<file path="config.mk">
export PLATFORM = sky130hd
export DESIGN_NAME = drxst_out
export DESIGN_NICKNAME = d
export VERILOG_FILES = /design/src/sv/assert_macros.svh /design/src/sv/drxst_pkg.sv /design/src/sv/drxst_out.sv
export SDC_FILE = /design/constraint.sdc
export NUM_CORES = 1
export LEC_CHECK = 0
export BUFFER_PORTS_ARGS = -buffer_cell sky130_fd_sc_hd__buf_2
export CAP_MARGIN = 25
export CORE_MARGIN = 2
export CORE_UTILIZATION = 28
export DETAILED_ROUTE_END_ITERATION = 7
export HOLD_SLACK_MARGIN = 0.02
export MAX_ROUTING_LAYER = met4
export SETUP_SLACK_MARGIN = 0.2
export SYNTH_ARGS = -nofsm -noshare
export SYNTH_HDL_FRONTEND = slang
export SYNTH_SLANG_ARGS = --single-unit
</file>
<file path="constraint.sdc">
create_clock -name clk -period 0.8 [get_ports clk]
set_input_delay 0.08 -clock clk [delete_from_list [all_inputs] [get_ports clk]]
set_output_delay 0.08 -clock clk [all_outputs]
set_load 0.02 [all_outputs]
</file>
<file path="src/sv/assert_macros.svh">
// Assertion macros shared by the RTL of the DRX sleep state tracker.
// Every check is clocked on clk and switched off while arst_n is low.
`ifndef ASSERT_MACROS_SVH
`define ASSERT_MACROS_SVH

// Concurrent check with an implication written in the property itself.
`define DRXST_ASSERT(label, prop, msg) \
	label: assert property (@(posedge clk) disable iff (!arst_n) prop) else $error(msg);

// Concurrent check that applies only while a given condition holds.
`define DRXST_ASSERT_IMP(label, cond, prop, msg) \
	`DRXST_ASSERT(label, (cond) |-> (prop), msg)

`endif

</file>
<file path="src/sv/drxst_pkg.sv">
package drxst_pkg;

	// Sizes of the tracker.
	localparam int NUM_UE        = 64;
	localparam int TIMER_BITS    = 16;
	localparam int ACT_BITS      = 7;
	localparam int LEN_BITS      = 16;
	localparam int CNT_BITS      = 8;
	localparam int CFG_IDX_BITS  = 3;
	localparam int CFG_DATA_BITS = 16;
	localparam int TDATA_IN_BITS = 128;

	typedef logic [TIMER_BITS-1:0] timer_t;
	typedef logic [LEN_BITS-1:0]   len_t;
	typedef logic [CNT_BITS-1:0]   cnt_t;
	typedef logic [NUM_UE-1:0]     ue_mask_t;

	// DRX mode of one terminal.
	typedef enum logic [1:0] {
		MODE_LISTEN = 2'd0,
		MODE_ON     = 2'd1,
		MODE_SLEEP  = 2'd2
	} mode_t;

	// Register indexes on the configuration port.
	localparam logic [CFG_IDX_BITS-1:0] REG_ACTIVE_UES  = 3'd0;
	localparam logic [CFG_IDX_BITS-1:0] REG_INACT_LEN   = 3'd1;
	localparam logic [CFG_IDX_BITS-1:0] REG_SHORT_LIMIT = 3'd2;
	localparam logic [CFG_IDX_BITS-1:0] REG_SHORT_LEN   = 3'd3;
	localparam logic [CFG_IDX_BITS-1:0] REG_LONG_LEN    = 3'd4;

	// Request kinds carried in tuser.
	localparam logic REQ_TICK = 1'b0;
	localparam logic REQ_INIT = 1'b1;

	// Register reset values.
	localparam logic [ACT_BITS-1:0] RST_ACTIVE_UES  = 7'd64;
	localparam len_t                RST_INACT_LEN   = 16'd10;
	localparam cnt_t                RST_SHORT_LIMIT = 8'd2;
	localparam len_t                RST_SHORT_LEN   = 16'd20;
	localparam len_t                RST_LONG_LEN    = 16'd80;

	// Timing registers as every lane sees them.
	typedef struct packed {
		len_t inact_len;
		cnt_t short_limit;
		len_t short_len;
		len_t long_len;
	} cfg_t;

	// Per-lane control for one transfer.
	typedef struct packed {
		logic go;
		logic init;
		logic upd;
	} lane_ctl_t;

	// Fit a length register to the timer width.
	function automatic timer_t fit_timer(input len_t len);
		return timer_t'(len);
	endfunction

endpackage

</file>
<file path="src/sv/drxst_out.sv">
module drxst_out (
	input  logic                clk,
	input  logic                arst_n,
	input  logic                load,
	input  drxst_pkg::ue_mask_t lane_awake,
	output logic                free,
	output logic                tvalid,
	input  logic                tready,
	output drxst_pkg::ue_mask_t tdata
);

	logic                valid_q;
	drxst_pkg::ue_mask_t mask_q;

	// A new result may enter when the register is empty or being drained.
	assign free   = !valid_q || tready;
	assign tvalid = valid_q;
	assign tdata  = mask_q;

	// Output valid flag.
	always_ff @(posedge clk or negedge arst_n) begin
		if (!arst_n) begin
			valid_q <= 1'b0;
		end else if (load) begin
			valid_q <= 1'b1;
		end else if (tready) begin
			valid_q <= 1'b0;
		end
	end

	// Gather the awake bits of all lanes into one result.
	always_ff @(posedge clk) begin
		if (load) begin
			mask_q <= lane_awake;
		end
	end

endmodule

</file>
==> metrics.yaml <==
finish:
  final_core_utilization: 0.5002
  instances_no_fill: 326
  final_area_um2: 3398
  final_layout_size_suffix_gt1_frac: 0.6783
  syn_to_final_growth_pct: 72.55
  finalNetCount: 293
  antenna_cells: 0
drt:
  post_drt_via_cell_ratio: 3.883
  via_count: 1266
  drtAntennaViolNets: 0
  wire_per_inst_um: 13.19
  firstDrtPassIters: 4
  drc: 0
  drtIter0Drc: 47
  wl_um: 4301
power_and_ir_drop:
  worst_ir_drop_vdd_uv: 1028
  clkPwrFrac: 0.338
  power_mw: 7.951
  switching_share: 0.2413
  power.switching_mw: 1.918
  comb_power_share: 0.140
  power_leakage_nw: 1.430
  p_int_mw: 6.033
  p_per_area_nw_per_um2: 2340
  seq_power_share: 0.522
grt:
  grt_max_degree: 38
  antenna_found_initial: 0
  grt.total_usage: 0.1147
  grt_pass1_wl_um: 5975
  grt_pass1_vias: 1225
  gr-total-overflow: 0
logic_synthesis:
  ys_seq_elements: 65
  yosysWarnings: 0
  avgSynthCellArea_um2: 29.39
  synth_fp_nets: 135
  ys_seq_area_frac: 0.9886
  synth_cells: 67
  yosysUniqueCellTypes: 4
  syn_area_um2: 1969
die:
  start_util: 0.2899
  fp.dieH_um: 87.87
  fp.dieArea_um2: 7720
  fp.dieW_um: 87.87
  rows: 30
  io_pins: 134
  coreArea_um2: 6794
worst_setup_path:
  crit_start: "tvalid$_DFFE_PN0P_"
  cp.depth: 2
  critPathLaunchType: "register"
  path_buf_inv: 1
  path_class: "reg2out"
  cp.arrival_ps: 950
  endpoint_kind: "primary output"
  cp_slowest_cell: "dfrtp_2"
  cp.required_ps: 720
  path_cells: "nand2b_4 -> buf_6"
  reg2regPathDepth: 4
  r2r-start: "tvalid$_DFFE_PN0P_"
  path_delay_family: "flip-flops"
  cpPeakStageDelay_ps: 430
  critPathMaxFanout: 2
clock_network:
  clkSlewWorstSetupHoldPaths_ps: 80
  cts-root-buf: "clkbuf_8"
  cts_tree: "done"
  clock_latency_ps: 340
  clock-sinks: 65
  cts_max_level: 3
  numCtsBuffers: 9
  ctsLongestPathBuffers: 2
sta:
  final.setup.tns_ps: -9794
  worst_pin_slew_ps: 195.7
  drv_slew: 0
  clock_skew_ps: 0
  fmax_mhz: 967.6
  hold_viol: 55
  rsz0062_at_grt: "true"
  fin_ws_ps: -233.5
  period_needed_ps: 1034
  whs_ps: -90.60
  max_slew_margin: 0.8695
  fin_crit_sh: 1.292
  setup_violations: 67
hold_path:
  hp-class: "in2reg"
  whs_path_depth: 1
  min_from: "lane_awake[48]"
place:
  io_buffers: 133
  post_dp_cell_area_um2: 2796
  place_hpwl_um: 3110
  place_inst: 298
  gp_congestion: 0.6477
job:
  cap_violations: 0
run_status:
  violations: "hold timing, setup timing"
  status: "finished, violations left"
==> what timing repair did <==
item                                    in CTS  in global routing
hold buffers                                 1                  9
endpoints found under the setup margin      67                 67
gates resized for setup                     24                 69
hold endpoints to repair                    65                 64
setup buffers                                1                  1
==> state kept, by name, summed over array words and instances, names as in the netlist <==
name,count
tdata,64
tvalid,1
==> cells in the mapped netlist (all sizes together) <==
library cell  count  area (µm²)
dfrtp             1       25.02
edfxtp           64        1922
nand2b            2       22.52
==> worst paths after layout <==
| kind | to | slack, ps |
|---|---|---|
| max | free | -230 |
| min | tdata[48]$_DFFE_PP_ | -90 |
| max reg2reg | tvalid$_DFFE_PN0P_ | -40 |
| min reg2reg | tvalid$_DFFE_PN0P_ | 760 |
| max in group asynchronous | tvalid$_DFFE_PN0P_ | 680 |
| min in group asynchronous | tvalid$_DFFE_PN0P_ | 30 |
==> layout make-up <==
cell class,instances,area (µm²)
Clock inverter,7,71.32
Tap cell,96,120.1
Clock buffer,9,123.9
Multi-Input combinational cell,2,22.52
Timing Repair Buffer,147,1112
Fill cell,589,3396
Sequential cell,65,1948
==> power by group through the flow <==
| stage | clock, mW | combinational, mW | sequential [mW] |
|---|---|---|---|
| global placement | 0 | 0.868 | 4.17 |
| finish | 2.68 | 1.12 | 4.15 |
| global route | 2.95 | 1.18 | 4.17 |
| detailed placement | 0 | 0.871 | 4.18 |
| floorplan | 0 | 0.0145 | 4.54 |
| CTS | 2.77 | 0.935 | 4.12 |
==> per-stage QoR <==
step                setup WS [ps]  hold WS (ps)
floorplan                   59.15        -215.6
global placement            30.20        -144.0
detailed placement          16.26        -144.4
CTS                        -250.0        -110.3
global route               -271.1        -108.8
finish                     -233.5        -90.60
==> cell usage in the layout (no fill, tap or decap) <==
master,netlist,routed
buf_12,0,2
buf_2,0,87
buf_4,0,1
buf_6,0,47
bufinv_16,0,1
clkbuf_8,0,9
clkinv_2,0,2
clkinv_4,0,1
clkinvlp_4,0,3
dfrtp_2,0,1
dlygate4sd3_1,0,10
edfxtp_1,64,64
nand2b_2,1,1
nand2b_4,1,1
==> layer usage <==
metal  global-route usage  routed length [µm]
met4              0.07133                 121
met3              0.04430                 420
met1               0.1442                1763
met2               0.1543                1996
met5                    -                   0
==> cell families after synthesis <==
family           Yosys count  synth area share
DFF                       65            0.9886
and+or+nand+nor            2           0.01144
==> worst reg2reg max path, cell delays in order, from the launching register on <==
cell      delay [ps]
dfrtp_2          430
nand2b_4          80
buf_4            100
buf_6             80
nand2b_2          40
Note: power is estimated with default switching activity, not from simulation.
