==> src/sv/assert_macros.svh <==
// Assertion macros shared by the RTL of the DRX sleep state tracker.
// Every check is clocked on clk and switched off while arst_n is low.
`ifndef ASSERT_MACROS_SVH
`define ASSERT_MACROS_SVH

// Concurrent check with an implication written in the property itself.
`define DRXST_ASSERT(label, prop, msg) \
	label: assert property (@(posedge clk) disable iff (!arst_n) prop) else $error(msg);

// Concurrent check that applies only while a given condition holds.
`define DRXST_ASSERT_IMP(label, cond, prop, msg) \
	`DRXST_ASSERT(label, (cond) |-> (prop), msg)

`endif

==> src/sv/drxst_pkg.sv <==
package drxst_pkg;

	// Sizes of the tracker.
	localparam int NUM_UE        = 64;
	localparam int TIMER_BITS    = 16;
	localparam int ACT_BITS      = 7;
	localparam int LEN_BITS      = 16;
	localparam int CNT_BITS      = 8;
	localparam int CFG_IDX_BITS  = 3;
	localparam int CFG_DATA_BITS = 16;
	localparam int TDATA_IN_BITS = 128;

	typedef logic [TIMER_BITS-1:0] timer_t;
	typedef logic [LEN_BITS-1:0]   len_t;
	typedef logic [CNT_BITS-1:0]   cnt_t;
	typedef logic [NUM_UE-1:0]     ue_mask_t;

	// DRX mode of one terminal.
	typedef enum logic [1:0] {
		MODE_LISTEN = 2'd0,
		MODE_ON     = 2'd1,
		MODE_SLEEP  = 2'd2
	} mode_t;

	// Register indexes on the configuration port.
	localparam logic [CFG_IDX_BITS-1:0] REG_ACTIVE_UES  = 3'd0;
	localparam logic [CFG_IDX_BITS-1:0] REG_INACT_LEN   = 3'd1;
	localparam logic [CFG_IDX_BITS-1:0] REG_SHORT_LIMIT = 3'd2;
	localparam logic [CFG_IDX_BITS-1:0] REG_SHORT_LEN   = 3'd3;
	localparam logic [CFG_IDX_BITS-1:0] REG_LONG_LEN    = 3'd4;

	// Request kinds carried in tuser.
	localparam logic REQ_TICK = 1'b0;
	localparam logic REQ_INIT = 1'b1;

	// Register reset values.
	localparam logic [ACT_BITS-1:0] RST_ACTIVE_UES  = 7'd64;
	localparam len_t                RST_INACT_LEN   = 16'd10;
	localparam cnt_t                RST_SHORT_LIMIT = 8'd2;
	localparam len_t                RST_SHORT_LEN   = 16'd20;
	localparam len_t                RST_LONG_LEN    = 16'd80;

	// Timing registers as every lane sees them.
	typedef struct packed {
		len_t inact_len;
		cnt_t short_limit;
		len_t short_len;
		len_t long_len;
	} cfg_t;

	// Per-lane control for one transfer.
	typedef struct packed {
		logic go;
		logic init;
		logic upd;
	} lane_ctl_t;

	// Fit a length register to the timer width.
	function automatic timer_t fit_timer(input len_t len);
		return timer_t'(len);
	endfunction

endpackage

==> src/sv/drxst_lane.sv <==
module drxst_lane (
	input  logic                clk,
	input  logic                arst_n,
	input  drxst_pkg::cfg_t     cfg,
	input  drxst_pkg::lane_ctl_t ctl,
	input  logic                dl_pend,
	input  logic                ul_pend,
	output logic                awake
);

	drxst_pkg::mode_t  mode_q, mode_d;
	drxst_pkg::timer_t timer_q, timer_d;
	drxst_pkg::cnt_t   cnt_q, cnt_d;

	drxst_pkg::timer_t inact_t, short_t, long_t;
	drxst_pkg::timer_t lst_sel, lst_dec, slp_dec;
	logic              any_pend, lst_exp, slp_exp;

	assign inact_t  = drxst_pkg::fit_timer(cfg.inact_len);
	assign short_t  = drxst_pkg::fit_timer(cfg.short_len);
	assign long_t   = drxst_pkg::fit_timer(cfg.long_len);
	assign any_pend = dl_pend | ul_pend;

	// Listening countdown: traffic reloads the timer before it is decremented.
	assign lst_sel = any_pend ? inact_t : timer_q;
	assign lst_dec = (lst_sel == '0) ? '0 : lst_sel - drxst_pkg::timer_t'(1);
	assign lst_exp = (lst_sel <= drxst_pkg::timer_t'(1));

	// Sleep countdown saturates at zero, which also counts as expiry.
	assign slp_dec = (timer_q == '0) ? '0 : timer_q - drxst_pkg::timer_t'(1);
	assign slp_exp = (timer_q <= drxst_pkg::timer_t'(1));

	// Next mode, timer and short cycle count.
	always_comb begin
		mode_d  = mode_q;
		timer_d = timer_q;
		cnt_d   = cnt_q;
		if (ctl.go && ctl.init) begin
			mode_d  = drxst_pkg::MODE_LISTEN;
			timer_d = inact_t;
			cnt_d   = cfg.short_limit;
		end else if (ctl.go && ctl.upd) begin
			unique case (mode_q)
				drxst_pkg::MODE_ON: begin
					if (any_pend) begin
						mode_d  = drxst_pkg::MODE_LISTEN;
						timer_d = inact_t;
					end else if (cnt_q != '0) begin
						mode_d  = drxst_pkg::MODE_SLEEP;
						timer_d = short_t;
						cnt_d   = cnt_q - drxst_pkg::cnt_t'(1);
					end else begin
						mode_d  = drxst_pkg::MODE_SLEEP;
						timer_d = long_t;
					end
				end
				drxst_pkg::MODE_SLEEP: begin
					if (ul_pend) begin
						mode_d  = drxst_pkg::MODE_LISTEN;
						timer_d = inact_t;
					end else begin
						timer_d = slp_dec;
						if (slp_exp) begin
							mode_d = drxst_pkg::MODE_ON;
						end
					end
				end
				default: begin
					if (lst_exp) begin
						mode_d  = drxst_pkg::MODE_SLEEP;
						timer_d = short_t;
						cnt_d   = cfg.short_limit;
					end else begin
						mode_d  = drxst_pkg::MODE_LISTEN;
						timer_d = lst_dec;
					end
				end
			endcase
		end
	end

	// Awake flag for this subframe, from the mode at the start of the tick and the uplink pending bit.
	always_comb begin
		awake = 1'b0;
		if (ctl.upd && !ctl.init) begin
			awake = (mode_q != drxst_pkg::MODE_SLEEP) || ul_pend;
		end
	end

	// Lane state.
	always_ff @(posedge clk or negedge arst_n) begin
		if (!arst_n) begin
			mode_q  <= drxst_pkg::MODE_LISTEN;
			timer_q <= drxst_pkg::fit_timer(drxst_pkg::RST_INACT_LEN);
			cnt_q   <= drxst_pkg::RST_SHORT_LIMIT;
		end else begin
			mode_q  <= mode_d;
			timer_q <= timer_d;
			cnt_q   <= cnt_d;
		end
	end

endmodule

==> config.mk <==
export PLATFORM = sky130hd
export DESIGN_NAME = drxst_lane
export DESIGN_NICKNAME = d
export VERILOG_FILES = /design/src/sv/assert_macros.svh /design/src/sv/drxst_pkg.sv /design/src/sv/drxst_lane.sv
export SDC_FILE = /design/constraint.sdc
export NUM_CORES = 1
export LEC_CHECK = 0
export ABC_AREA = 1
export BUFFER_PORTS_ARGS = -buffer_cell sky130_fd_sc_hd__buf_2
export CAP_MARGIN = 20
export CORE_ASPECT_RATIO = 1.5
export CORE_MARGIN = 4
export CORE_UTILIZATION = 25
export DETAILED_ROUTE_END_ITERATION = 12
export HOLD_SLACK_MARGIN = 0.12
export SYNTH_ARGS = -nofsm -noshare
export SYNTH_HDL_FRONTEND = slang
export SYNTH_SLANG_ARGS = --single-unit
export TNS_END_PERCENT = 10
==> constraint.sdc <==
create_clock -name clk -period 2.5 [get_ports clk]
set_input_delay 0.5 -clock clk [delete_from_list [all_inputs] [get_ports clk]]
set_output_delay 0.5 -clock clk [all_outputs]
set_load 0.01 [all_outputs]
==> summary.txt <==
Clocking
  – H-tree depth: 1
  – Clock tree root buffer cell: clkbuf_16
  – CTS tree: yes
  – Postcts setup bufs: 0
  – Total CTS buffers: 3
  – Clock Pin Slew Worst Setup and Hold Paths: 0.08 ns
  – Clk_lat worst skew: approximately 0.28 ns
  – CTS max path bufs: 2
  – Hold bufs inserted after CTS: 0
  – Clock sink count: 26
  – # resized after CTS: 0

Critical path
  – R2R cell count: 15
  – Worst Path Max Fanout: 10
  – Buffer and inverter count on the worst path: 2
  – Flop-to-flop setup slack: 0.36 ns
  – Slowest Stage Delay on Critical Path: 0.21 ns
  – Top delay family on crit path: simple AND/OR/NAND/NOR gates
  – Crit path cell chain: buf_2, nor2_8, buf_4, nand2_1, o21ai_1, nand2_2, nor2_4, nand2_2, nor2_4, nand3_1, nand2_1, nand2_2, nand2_4, nand2_4, nand2_1, nand2_1
  – Worst path most repeated cell: nand2_1
  – Critical path class: in -> reg
  – Levels on crit path: 16
  – Startpoint Class: primary input
  – R2r startpoint: cnt_q[1]
  – Critical Path End Type: register
  – Crit-path slowest cell: nor2_8
  – Required @ worst endpoint: 2.67 ns
  – CP arrival: 2.37 ns
  – Reg-to-Reg End: timer_q[4]
  – Critical path startpoint: dl_pend

Placed design
  – Dpl cell area: ~0.0048 mm2
  – HPWL after detailed placement: 12600 um
  – Final Wtd Congestion: ~0.95
  – # port buffers: 63

STA
  – Clock Skew: about 0.0019 ns
  – Max-slew headroom: between 50 and 60%
  – Final period utilization: 87.9%
  – Final min period: around 2.2 ns
  – Final setup vio count: 0
  – Total negative slack: 0 ns
  – Worst Hold Slack: 0.267 ns
  – Final hold vios: 0
  – Pins Over Slew Limit: 0
  – FMAX: 455 MHz
  – RSZ-0062 raised after global routing: no
  – Worst slew pin tran: 0.698 ns

Detailed routing
  – DRC violations left: 0
  – DR vias/cell: around 4.7
  – Total Wirelength: 15500 um
  – DR pass1 iterations: 5
  – DRT antenna net count: 0
  – Initial drt markers: 305
  – Via count: around 5.1k
  – WL/cell: about 14 um

Cells and area
  – Fill count: 1888
  – Most frequent cells in the layout: 316 x nand2_1, 99 x inv_1, 93 x nor2_1
  – Diode count: 0
  – Layout net count: roughly 940
  – Final instance area: 0.00493 mm2
  – Area growth syn-to-layout: 20.5%
  – Fraction of layout cells with a size suffix above 1: 17.9%
  – Most common cell after layout, fill and taps aside: nand2_1
  – Final Core Density: between 30 and 40%

Synth
  – Mapped cell area: 0.00409 mm2
  – Main synth FF type: dfrtp_1
  – Register area share after synthesis: 16.0%
  – Asr flop ratio synth: 100%
  – Synth Area per Inst: 5.22 um2
  – Post-Synthesis Cells: between 700 and 800
  – Syn nets: 855
  – Number of synthesized flops with an enable pin: 0
  – Synth cell types: 37
  – Number of synthesis warnings: 0
  – Synth Register Bits: 26

Floorplan
  – Initial Util: 25.4%
  – Row count: 57
  – Die Span X: roughly 110 um
  – IO Pins: 64
  – Die area: 0.0185 mm2
  – Die height: 165 um
  – Core area: ~0.016 mm2

GRT
  – Vias in the first global route: 4847
  – Initial antenna violation count: 0
  – GRT Total Usage: 16.4%
  – Gr ovfl total: 0
  – First-pass GRT wire length: 24200 um
  – Largest net degree at the start of global routing: 28

Job
  – Max_cap viols: 0

Min path
  – Min-Delay Path Class: in -> async

Power
  – Maximum VDD drop: between 0.2 and 0.3 mV
  – Power per Cell Area: 402 mW/mm2
  – P_leak: 2.72 nW

Outcome
  – Status: finished clean
[how the worst max path moves through the flow]
stage	end	slack, ns
after floorplan	timer_q[9]	0.11
after CTS	cnt_q[0]	0.32
after global placement	cnt_q[0]	0.05
after detailed placement	cnt_q[4]	0.02
after global routing	cnt_q[3]	0.14
final	cnt_q[0]	0.30
[cell families after synthesis]
family	Yosys count	share of synthesized area, %
buffers and inverters	130	13.3
DFF	26	16.0
xor gates and xnor gates	9	1.93
adders and majority gates	8	2.45
and+or+nand+nor	522	54.7
AOI/OAI and AO/OA	89	11.6
[sequential cells by signal, summed over array words and instances (netlist names)]
register,flops
cnt_q,8
mode_q,2
timer_q,16
[stage by stage]
step	total power, W	cells	setup slack [ns]
after detailed placement	0.00147	1067	0.0152
final	0.00198	1071	0.302
after CTS	0.00199	1071	0.317
after floorplan	0.00116	784	0.111
after global placement	0.00147	1067	0.0453
after global routing	0.00213	1071	0.141
[worst reg2reg max path: stages, from the launching register on]
cell	delay (ns)
dfstp_2	0.56
inv_1	0.05
ha_1	0.19
nand3_1	0.15
inv_1	0.05
nand2_1	0.06
buf_4	0.26
nand2_1	0.14
nand3_1	0.10
nand2_1	0.05
nand2_1	0.05
nand2_1	0.07
nand2_1	0.06
nand4_1	0.12
nand2_1	0.09
nand2_1	0.05
[cells in the mapped netlist, types with 3 or more instances]
cell	count	share of area (%)
nand2_1	316	29
inv_1	99	9.1
nor2_1	93	8.5
nand3_1	61	7.5
o21ai_0	55	6.7
dfrtp_1	23	14
clkbuf_1	13	1.2
nor2_2	13	2.0
o21ai_1	13	1.6
nand2_2	11	1.7
nand4_1	9	1.4
xor2_1	9	1.9
ha_1	8	2.4
a21oi_1	7	0.86
buf_6	6	1.7
nor2_4	6	1.7
buf_2	5	0.61
o22ai_1	5	0.76
a31oi_1	3	0.46
dfstp_2	3	1.9
nand2_4	3	0.83
o21ai_2	3	0.64
[metal layers]
metal | part of all wire, % | vias up | global-route usage (%)
met5 | 0 | - | 0
met4 | 6.4 | 0 | 10.1
met3 | 6.0 | 56 | 1.91
met2 | 48 | 192 | 29.0
met1 | 39 | 2231 | 18.8
li1 | - | 2592 | -
[report_power, final]
group / internal, W / switching [W] / total [W]
logic: 0.000319 / 0.000560 / 0.000879
clock network: 0.000320 / 0.000184 / 0.000504
registers: 0.000495 / 0.000104 / 0.000599
total: 0.00113 / 0.000849 / 0.00198
[final cells by class]
cell class / instances / area, um2 / area share [%]
clock buffer: 3 / 75.1 / 1.52
multi-input combinational: 628 / 2890 / 58.6
inverter: 104 / 393 / 7.97
timing repair buffer: 103 / 628 / 12.7
sequential: 26 / 654 / 13.3
clock inverter: 1 / 30.0 / 0.609
tap: 206 / 258 / 5.23
No activity file was read; power rests on OpenSTA's default activity.
